### config.mk
export PLATFORM = sky130hd
export DESIGN_NAME = bppq_cell
export DESIGN_NICKNAME = d
export VERILOG_FILES = /design/src/design/assert_macros.svh /design/src/design/bppq_pkg.sv /design/src/design/bppq_cell.sv
export SDC_FILE = /design/constraint.sdc
export NUM_CORES = 1
export LEC_CHECK = 0
export ABC_AREA = 1
export BUFFER_PORTS_ARGS = -buffer_cell sky130_fd_sc_hd__buf_4
export CORE_AREA = 2 2 113 115
export DETAILED_ROUTE_END_ITERATION = 16
export DIE_AREA = 0 0 115 117
export PLACE_DENSITY = 0.71
export SLEW_MARGIN = 20
export SYNTH_ARGS = -nofsm -noshare
export SYNTH_HDL_FRONTEND = slang
export SYNTH_SLANG_ARGS = --single-unit
### constraint.sdc
create_clock -name clk -period 3 [get_ports clk]
set_input_delay 0.3 -clock clk [delete_from_list [all_inputs] [get_ports clk]]
set_output_delay 0.3 -clock clk [all_outputs]
set_load 0.01 [all_outputs]
### src/design/assert_macros.svh
// Assertion macros shared by the design files.
// Depends on nothing; the caller provides clk and rst in scope.
`ifndef ASSERT_MACROS_SVH
`define ASSERT_MACROS_SVH
`ifndef NO_ASSERTIONS
// Checked outside reset.
`define CHK_ASSERT(lbl, prop, msg) \
  lbl: assert property (@(posedge clk) disable iff (rst) prop) else $error(msg);
// Checked on every edge, reset included.
`define CHK_ASSERT_ALWAYS(lbl, prop, msg) \
  lbl: assert property (@(posedge clk) prop) else $error(msg);
`else
`define CHK_ASSERT(lbl, prop, msg)
`define CHK_ASSERT_ALWAYS(lbl, prop, msg)
`endif
`endif

### src/design/bppq_pkg.sv
// Shared types and constants of the beam-pruned priority queue.
// Depends on nothing.
package bppq_pkg;
  localparam int CAPACITY_DEF  = 64;
  localparam int KEY_WIDTH_DEF = 32;
  localparam int TAG_WIDTH_DEF = 32;
  localparam int CNT_MAX_W     = 11;   // holds a count up to 2047
  localparam int CFG_W         = 7;
  localparam int CFG_IDX_W     = 1;

  localparam logic [1:0] OP_PUSH = 2'd0;
  localparam logic [1:0] OP_POP  = 2'd1;
  localparam logic [1:0] OP_BEAM = 2'd2;
  localparam logic [1:0] OP_FIND = 2'd3;

  localparam logic [CFG_IDX_W-1:0] REG_BEAM_WIDTH = 1'd0;
  localparam logic [CFG_IDX_W-1:0] REG_BEAM_DEPTH = 1'd1;

  localparam logic [CFG_W-1:0] BEAM_WIDTH_RST = 7'd1;
  localparam logic [CFG_W-1:0] BEAM_DEPTH_RST = 7'd64;

  typedef enum logic [1:0] {
    MODE_HOLD = 2'd0,
    MODE_PUSH = 2'd1,
    MODE_LEFT = 2'd2
  } cell_mode_t;

  // Broadcast to every cell each cycle.
  typedef struct packed {
    cell_mode_t             mode;
    logic                   head_gt;  // head key above the new key
    logic [CNT_MAX_W-1:0]   count;    // stored entries
    logic [CNT_MAX_W-1:0]   limit;    // cells below this index shift left
  } cell_cmd_t;
endpackage

### src/design/bppq_cell.sv
// One slot of the sorted chain: holds key, tag and expanded flag.
// Depends on bppq_pkg.
module bppq_cell #(
  parameter int INDEX     = 0,
  parameter int KEY_WIDTH = 32,
  parameter int TAG_WIDTH = 32
) (
  input  logic                   clk,
  input  bppq_pkg::cell_cmd_t    cmd,
  input  logic [KEY_WIDTH-1:0]   ins_key,
  input  logic [TAG_WIDTH-1:0]   ins_tag,
  input  logic                   ins_exp,
  input  logic [KEY_WIDTH-1:0]   prev_key,
  input  logic [TAG_WIDTH-1:0]   prev_tag,
  input  logic                   prev_exp,
  input  logic                   prev_shift,
  input  logic [KEY_WIDTH-1:0]   next_key,
  input  logic [TAG_WIDTH-1:0]   next_tag,
  input  logic                   next_exp,
  output logic [KEY_WIDTH-1:0]   cell_key,
  output logic [TAG_WIDTH-1:0]   cell_tag,
  output logic                   cell_exp,
  output logic                   shift
);
  import bppq_pkg::*;

  localparam logic [CNT_MAX_W-1:0] IDX = CNT_MAX_W'(INDEX);

  logic lt;

  // Cell sits at or after the insertion point of the pushed entry.
  always_comb begin
    lt = $signed(cell_key) < $signed(ins_key);
    if (INDEX == 0) begin
      shift = (cmd.count == '0) | cmd.head_gt;
    end else begin
      shift = cmd.head_gt | (IDX >= cmd.count) | ~lt;
    end
  end

  always_ff @(posedge clk) begin
    case (cmd.mode)
      MODE_PUSH: begin
        if (shift && !prev_shift) begin
          cell_key <= ins_key;
          cell_tag <= ins_tag;
          cell_exp <= ins_exp;
        end else if (shift) begin
          cell_key <= prev_key;
          cell_tag <= prev_tag;
          cell_exp <= prev_exp;
        end
      end
      MODE_LEFT: begin
        if (IDX < cmd.limit) begin
          cell_key <= next_key;
          cell_tag <= next_tag;
          cell_exp <= next_exp;
        end
      end
      default: ;
    endcase
  end
endmodule

==> impl_results.md, run 1 <==
- Outcome: complete, no violations
- Fin crit share: 59.3%
- Min Clock Period, post-route: 1.78 ns
- Post-synth net total: 802
- H-tree levels: 3
- Top_reg_cell synth: edfxtp_1
- Total GRT Usage: 20.5%
- Number of global-route vias before repair: 4169
- Core ar.: 12300 µm²
- YS warnings: 0
- Register area share after synthesis: 47.2%
- EDFF count, synth: 65
- Largest fanout on the critical path: 28
- Critical path required time: 2.70 ns
- CTS max path bufs: 2
- CP max-delay cell: buf_4
- DP Wirelength: 10300 µm
- Clock transition at the registers of the reported paths: 0.05 ns
- Top cell by count, worst path: buf_4
- IO Pins: 288
- Initial Utilization: 33.6%
- Crit-path max cell delay: 0.36 ns
- Initial antenna violation count: 0
- Post-Synthesis Cells: 580
- Critical path startpoint category: input port
- Final count of hold timing violations: 0
- Drt total wl: 14000 µm
- Largest vdd supply drop: 0.245 mV
- GPL Wtd Cong: 0.803
- Remaining DRCs: 0
- CTS buffer count: 9
- Final ANT Viol Nets: 0
- Root buf cell: clkbuf_16
- Worst path cell trace: buf_4, nor2_1, nand2_1, nor2_1, nand2_1, nand2_2, buf_4, buf_4
- Hold Buf Count CTS: 0
- First-pass GRT wire length: 21200 µm
- Die ar.: 13500 µm²
- Ant diodes: 0
- Top cells by count, synth: nand2_1, inv_1, nand3_1
- Count leader, synth: nand2_1
- CTS resizes: 0
- CP Capture Type: primary output
- RSZ-0062 raised after global routing: no
- Leak: 3.76 nW
- Design area: 6680 µm²
- DR iter-0 viols: 278
- Fill cells: 1223
- Grt total ovfl: 0
- Synth area leader: edfxtp_1
- Setup bufs post-CTS: 0
- Hold WC Path Type: input port to flop
- Die Ht: 117 µm
- Setup TNS: 0 ns
- Slew HR: 52.2%
- Sink Count: 65
- Slew Limit Fails: 0
- Site row count: 41
- Cell Area, Placed: 6400 µm²
- Die X: 115 µm
- Power density over cell area: 435 nW/µm²
- Setup violators final: 0
- DR pass1 iterations: 4
- Crit path kind: input port to primary output
- Fmax: 562 MHz
- FF+latch count, synth: 65
- Top cell type's share of synthesized area: 47.2%
- Pin count of the biggest net entering global routing: 60
- Share of post-route cells with drive strength above 1: 36.5%
- CTS tree: yes
- P&R area growth vs syn: 61.4%
- Synth Cell Area: 4140 µm²
- # nets final: 1074
- Mean Syn Cell Area: 7.13 µm²
- Top post-synthesis cells by area: edfxtp_1, nand2_1, nand3_1
- Avg WL per Cell: 13.9 µm
- Number of port buffers: 287
- Netlist cell types: 14
- Max Cap Viol: 0
- Via density per instance: 4.46
- WP data arrival: 1.48 ns
- Routed vias: 4489
- Slew @ Worst Pin: 0.716 ns
- Async S/R FF share, synth: 0%
-- cell usage in the layout, fill, tap and decap left out --
master and instances:
buf_4 293, clkinv_1 3, nor2_1 6, o21ai_0 1, bufinv_16 1, inv_2 2
inv_1 133, nand2_2 2, nor2_4 1, nand2_1 199, or3_1 1, clkbuf_16 9
nand3_1 131, clkbuf_1 2, clkinv_2 1, buf_12 3, nor4_1 2, and2_1 1
edfxtp_1 65, nand2_4 1
-- final cells by class --
cell class / count / area (µm²) / area share (%)
inverter: 135 / 507 / 7.59
multi-input combinational: 345 / 1490 / 22.3
timing repair buffer: 296 / 2260 / 33.9
clock inverter: 5 / 46.3 / 0.694
clock buffer: 11 / 233 / 3.49
sequential: 65 / 1950 / 29.2
tap: 150 / 188 / 2.81
-- per-stage QoR --
step                cells  total power [mW]  setup slack, ns  util, %  hold slack [ns]
floorplan             580              1.47            0.246        -            0.486
detailed placement    991              1.91             1.04     52.0            0.574
finish               1007              2.90             1.22     54.2            0.249
CTS                  1007              2.93             1.18     54.2            0.236
global route         1007              3.05             1.04     54.2            0.239
global placement      991              1.90             1.06     52.0            0.569
-- worst max-delay path, delay by kind of cell --
kind | cells | cell delay, ns
buffers and inverters | 3 | 0.65
and+or+nand+nor | 5 | 0.50
-- path summary, 6_finish.rpt --
check	startpoint	to	cells past startpoint
worst max-delay path	cmd[21]	shift	8
worst min-delay path	next_key[14]	cell_key[14]	3
-- metal layers --
layer | up-vias | wire (µm) | GRT usage [%] | part of all wire [%]
li1 | 2323 | - | - | -
met1 | 1979 | 5750 | 25.8 | 41
met2 | 169 | 7130 | 35.6 | 51
met3 | 18 | 868 | 4.17 | 6.2
met4 | 0 | 221 | 6.27 | 1.6
met5 | - | 0 | 0 | 0
-- where the power goes --
| group | leakage (nW) | switching, mW | total, mW | internal, mW |
|---|---|---|---|---|
| sequential | 0.618 | 0.0308 | 1.16 | 1.13 |
| clock | 0.136 | 0.382 | 1.02 | 0.634 |
| combinational | 3.00 | 0.337 | 0.726 | 0.388 |
-- cell families (layout without fill, tap and decap cells) --
| logic type | count (synthesis) | count (layout) | synth area share (%) |
|---|---|---|---|
| AOI/OAI and AO/OA | 1 | 1 | 0.121 |
| buffers and inverters | 170 | 447 | 17.2 |
| and+or+nand+nor | 344 | 344 | 35.5 |
| DFF | 65 | 65 | 47.2 |
-- flip-flops by register name, indices dropped and copies added, names as in the netlist --
signal / flops
cell_exp: 1
cell_key: 32
cell_tag: 32
Note: power is estimated with default switching activity, not from simulation.
==> run 2: changes to the inputs <==
Settings changed: ABC_AREA 1 to 0, CORE_AREA 2 2 113 115 to 2 2 110 112, DIE_AREA 0 0 115 117 to 0 0 112 114, PLACE_DENSITY 0.71 to 0.69.
Clock period 3 ns to 1.47 ns, I/O delays scaled along.
==> run 2 against run 1 <==
Via count down 16%; final cell count down 20%; synthesized cell count down 36%; clock-buffer cell count up 1; area after synthesis down 19%; cell area down 8.7%; non-clock buffer count up 5; sequential share of layout area up 2.8 points; critical path depth down 2; critical endpoint is now cell_tag[20]; largest cell class unchanged; largest power group unchanged.
==> impl_results.md, run 2 <==
- GPL Wtd Cong: 0.902 (was 0.803)
- Commonest cells after routing, fill and taps aside: buf_4, nand2_1, nor2_1, a31oi_1, edfxtp_1 (was buf_4, nand2_1, inv_1, nand3_1, edfxtp_1)
- Core ar.: 11700 µm² (was 12300 µm²)
- Hold Buf Count CTS: 0 (unchanged)
- WP data arrival: 1.53 ns (was 1.48 ns)
- Power density over cell area: 943 nW/µm² (was 435 nW/µm²)
- Top cells by count, synth: nand2_1, a31oi_1, edfxtp_1, nor2_1, clkbuf_1 (was nand2_1, inv_1, nand3_1)
- Sink Count: 65 (unchanged)
- Fill cells: 1085 (was 1223)
- # nets final: 874 (was 1074)
- Grt total ovfl: 0 (unchanged)
- Hold WC Path Type: input port to flop (unchanged)
- Number of global-route vias before repair: 3734 (was 4169)
- Die Ht: 114 µm (was 117 µm)
- Site row count: 40 (was 41)
- Final cell count without fillers: 804 (was 1007)
- Fmax: 723 MHz
- Crit path kind: input port to flop (was input port to primary output)
- Leak: 2.81 nW (was 3.76 nW)
- Max Cap Viol: 0 (unchanged)
- Die ar.: 12800 µm² (was 13500 µm²)
- Remaining DRCs: 0 (unchanged)
- Post-Synthesis Cells: 369 (was 580)
- H-tree levels: 3 (unchanged)
- DR iter-0 viols: 178 (was 278)
- Mean Syn Cell Area: 9.09 µm² (was 7.13 µm²)
- First-pass GRT wire length: 17500 µm (was 21200 µm)
- Ant diodes: 0 (unchanged)
- Netlist cell types: 17 (was 14)
- Initial Utilization: 28.7% (was 33.6%)
- DP Wirelength: 9060 µm (was 10300 µm)
- EDFF count, synth: 65 (unchanged)
- Top post-synthesis cells by area: edfxtp_1, nand2_1, a31oi_1 (was edfxtp_1, nand2_1, nand3_1)
- Root buf cell: clkbuf_16 (unchanged)
- P&R area growth vs syn: 81.6% (was 61.4%)
- Main combinational cell family by area after synthesis: simple AND/OR/NAND/NOR gates (unchanged)
- CTS resizes: 0 (unchanged)
- Post-synth net total: 591 (was 802)
- Top_reg_cell synth: edfxtp_1 (unchanged)
- RSZ-0062 raised after global routing: no (unchanged)
- Pin count of the biggest net entering global routing: 67 (was 60)
- Final count of hold timing violations: 0 (unchanged)
- Share of post-route cells with drive strength above 1: 48.9% (was 36.5%)
- Setup TNS: 0 ns (unchanged)
- Post-synthesis simple-gate area fraction: 23.6% (was 35.5%)
- CTS max path bufs: 2 (unchanged)
- DR pass1 iterations: 4 (unchanged)
- Die X: 112 µm (was 115 µm)
- YS warnings: 0 (unchanged)
- FF+latch count, synth: 65 (unchanged)
- CTS tree: yes (unchanged)
- Total GRT Usage: 17.3% (was 20.5%)
- Avg WL per Cell: 14.4 µm (was 13.9 µm)
- Count leader, synth: nand2_1 (unchanged)
- Slew HR: 75.5% (was 52.2%)
- Critical path required time: 1.61 ns (was 2.70 ns)
- Placed Cells: 788 (was 991)
- Clock transition at the registers of the reported paths: 0.05 ns (about the same)
- Biggest regs: cell_key: 32 flops, cell_tag: 32 flops, cell_exp: 1 flops (unchanged)
- Drt total wl: 11600 µm (was 14000 µm)
- Initial antenna violation count: 0 (unchanged)
- Synth Cell Area: 3360 µm² (was 4140 µm²)
- Register area share after synthesis: 58.2% (was 47.2%)
- Post-synthesis compound-gate area fraction: 13.4% (was 0.121%)
- Slew Limit Fails: 0 (unchanged)
- Fin crit share: 94.1%
- Post-Synth XOR/XNOR Area: 0% (unchanged)
- CTS buffer count: 9 (unchanged)
- Setup violators final: 0 (unchanged)
- Async S/R FF share, synth: 0% (unchanged)
- Final ANT Viol Nets: 0 (unchanged)
- Slew @ Worst Pin: 0.364 ns (was 0.716 ns)
- Outcome: complete, no violations (unchanged)
- Setup bufs post-CTS: 0 (unchanged)
- Top cell type's share of synthesized area: 58.2% (was 47.2%)
- Largest fanout on the critical path: 36 (was 28)
- Via density per instance: 4.71 (was 4.46)
- Routed vias: 3783 (was 4489)
- Min Clock Period, post-route: 1.38 ns
- Post-synthesis mux area share: 0% (unchanged)
- Synth area leader: edfxtp_1 (unchanged)
- Most common cell after layout, fill and taps aside: buf_4 (unchanged)
- CP Capture Type: flop (was primary output)
- Number of port buffers: 287 (unchanged)
- Post-synthesis adder-cell area fraction: 0% (unchanged)
- Largest vdd supply drop: 0.473 mV (was 0.245 mV)
- Critical path startpoint category: input port (unchanged)
- IO Pins: 288 (unchanged)
-- run 2: changes by cell type after synthesis, moves of 3 or more --
cell / before / now
buf_4: 4 / 1
nor2_1: 7 / 65
buf_2: 11 / 4
nand2_1: 201 / 130
inv_1: 135 / 2
nand3_1: 131 / 0
a31oi_1: 0 / 66
clkbuf_1: 14 / 19
-- run 2: critical path, stage by stage --
cell and delay [ns]:
buf_4 0.12, nor4_4 0.40, a41o_2 0.32, buf_12 0.20, nand2_1 0.09, a31oi_1 0.22
-- run 2: kinds of logic after synthesis --
family / count (synthesis)
and+or+nand+nor: 203
AOI/OAI and AO/OA: 70
DFF: 65
buffers and inverters: 31
-- run 2: cell type report --
type / instances / area [µm²] / area share (%)
clock inverters: 4 / 43.8 / 0.719
inverters: 2 / 7.51 / 0.123
multi-input cells: 273 / 1310 / 21.5
clock buffers: 12 / 236 / 3.88
flip-flops and latches: 65 / 1950 / 32.0
well taps: 147 / 184 / 3.02
repair buffers: 301 / 2360 / 38.7
-- run 2: final timing paths --
| kind | startpoint | end | slack, ns | depth (start not counted) |
|---|---|---|---|---|
| hold / removal | next_tag[26] | cell_tag[26] | 0.17 | 3 |
| setup / recovery | cmd[14] | cell_tag[20] | 0.09 | 6 |
-- run 2: metal layers --
| layer | part of all wire, % | GRT usage, % |
|---|---|---|
| met5 | 0 | 0 |
| met4 | 2.6 | 8.13 |
| met3 | 8.8 | 5.10 |
| met2 | 52 | 31.7 |
| met1 | 36 | 18.5 |
-- run 2: through the flow --
step                cell area [µm²]  total power, mW  setup slack [ns]  hold slack (ns)  utilization, %
global placement               5810             3.76            -0.162            0.489            49.6
global route                   6090             6.03            0.0168            0.157            52.0
CTS                            6090             5.83            0.0712            0.155            52.0
finish                         6090             5.75            0.0863            0.166            52.0
detailed placement             5810             3.79            -0.265            0.497            49.6
floorplan                      3410             2.87            -0.178            0.397               -
-- run 2: power by group --
part / switching [mW] / internal, mW
registers: 0.0611 / 2.30
clock network: 0.711 / 1.30
logic: 0.584 / 0.786
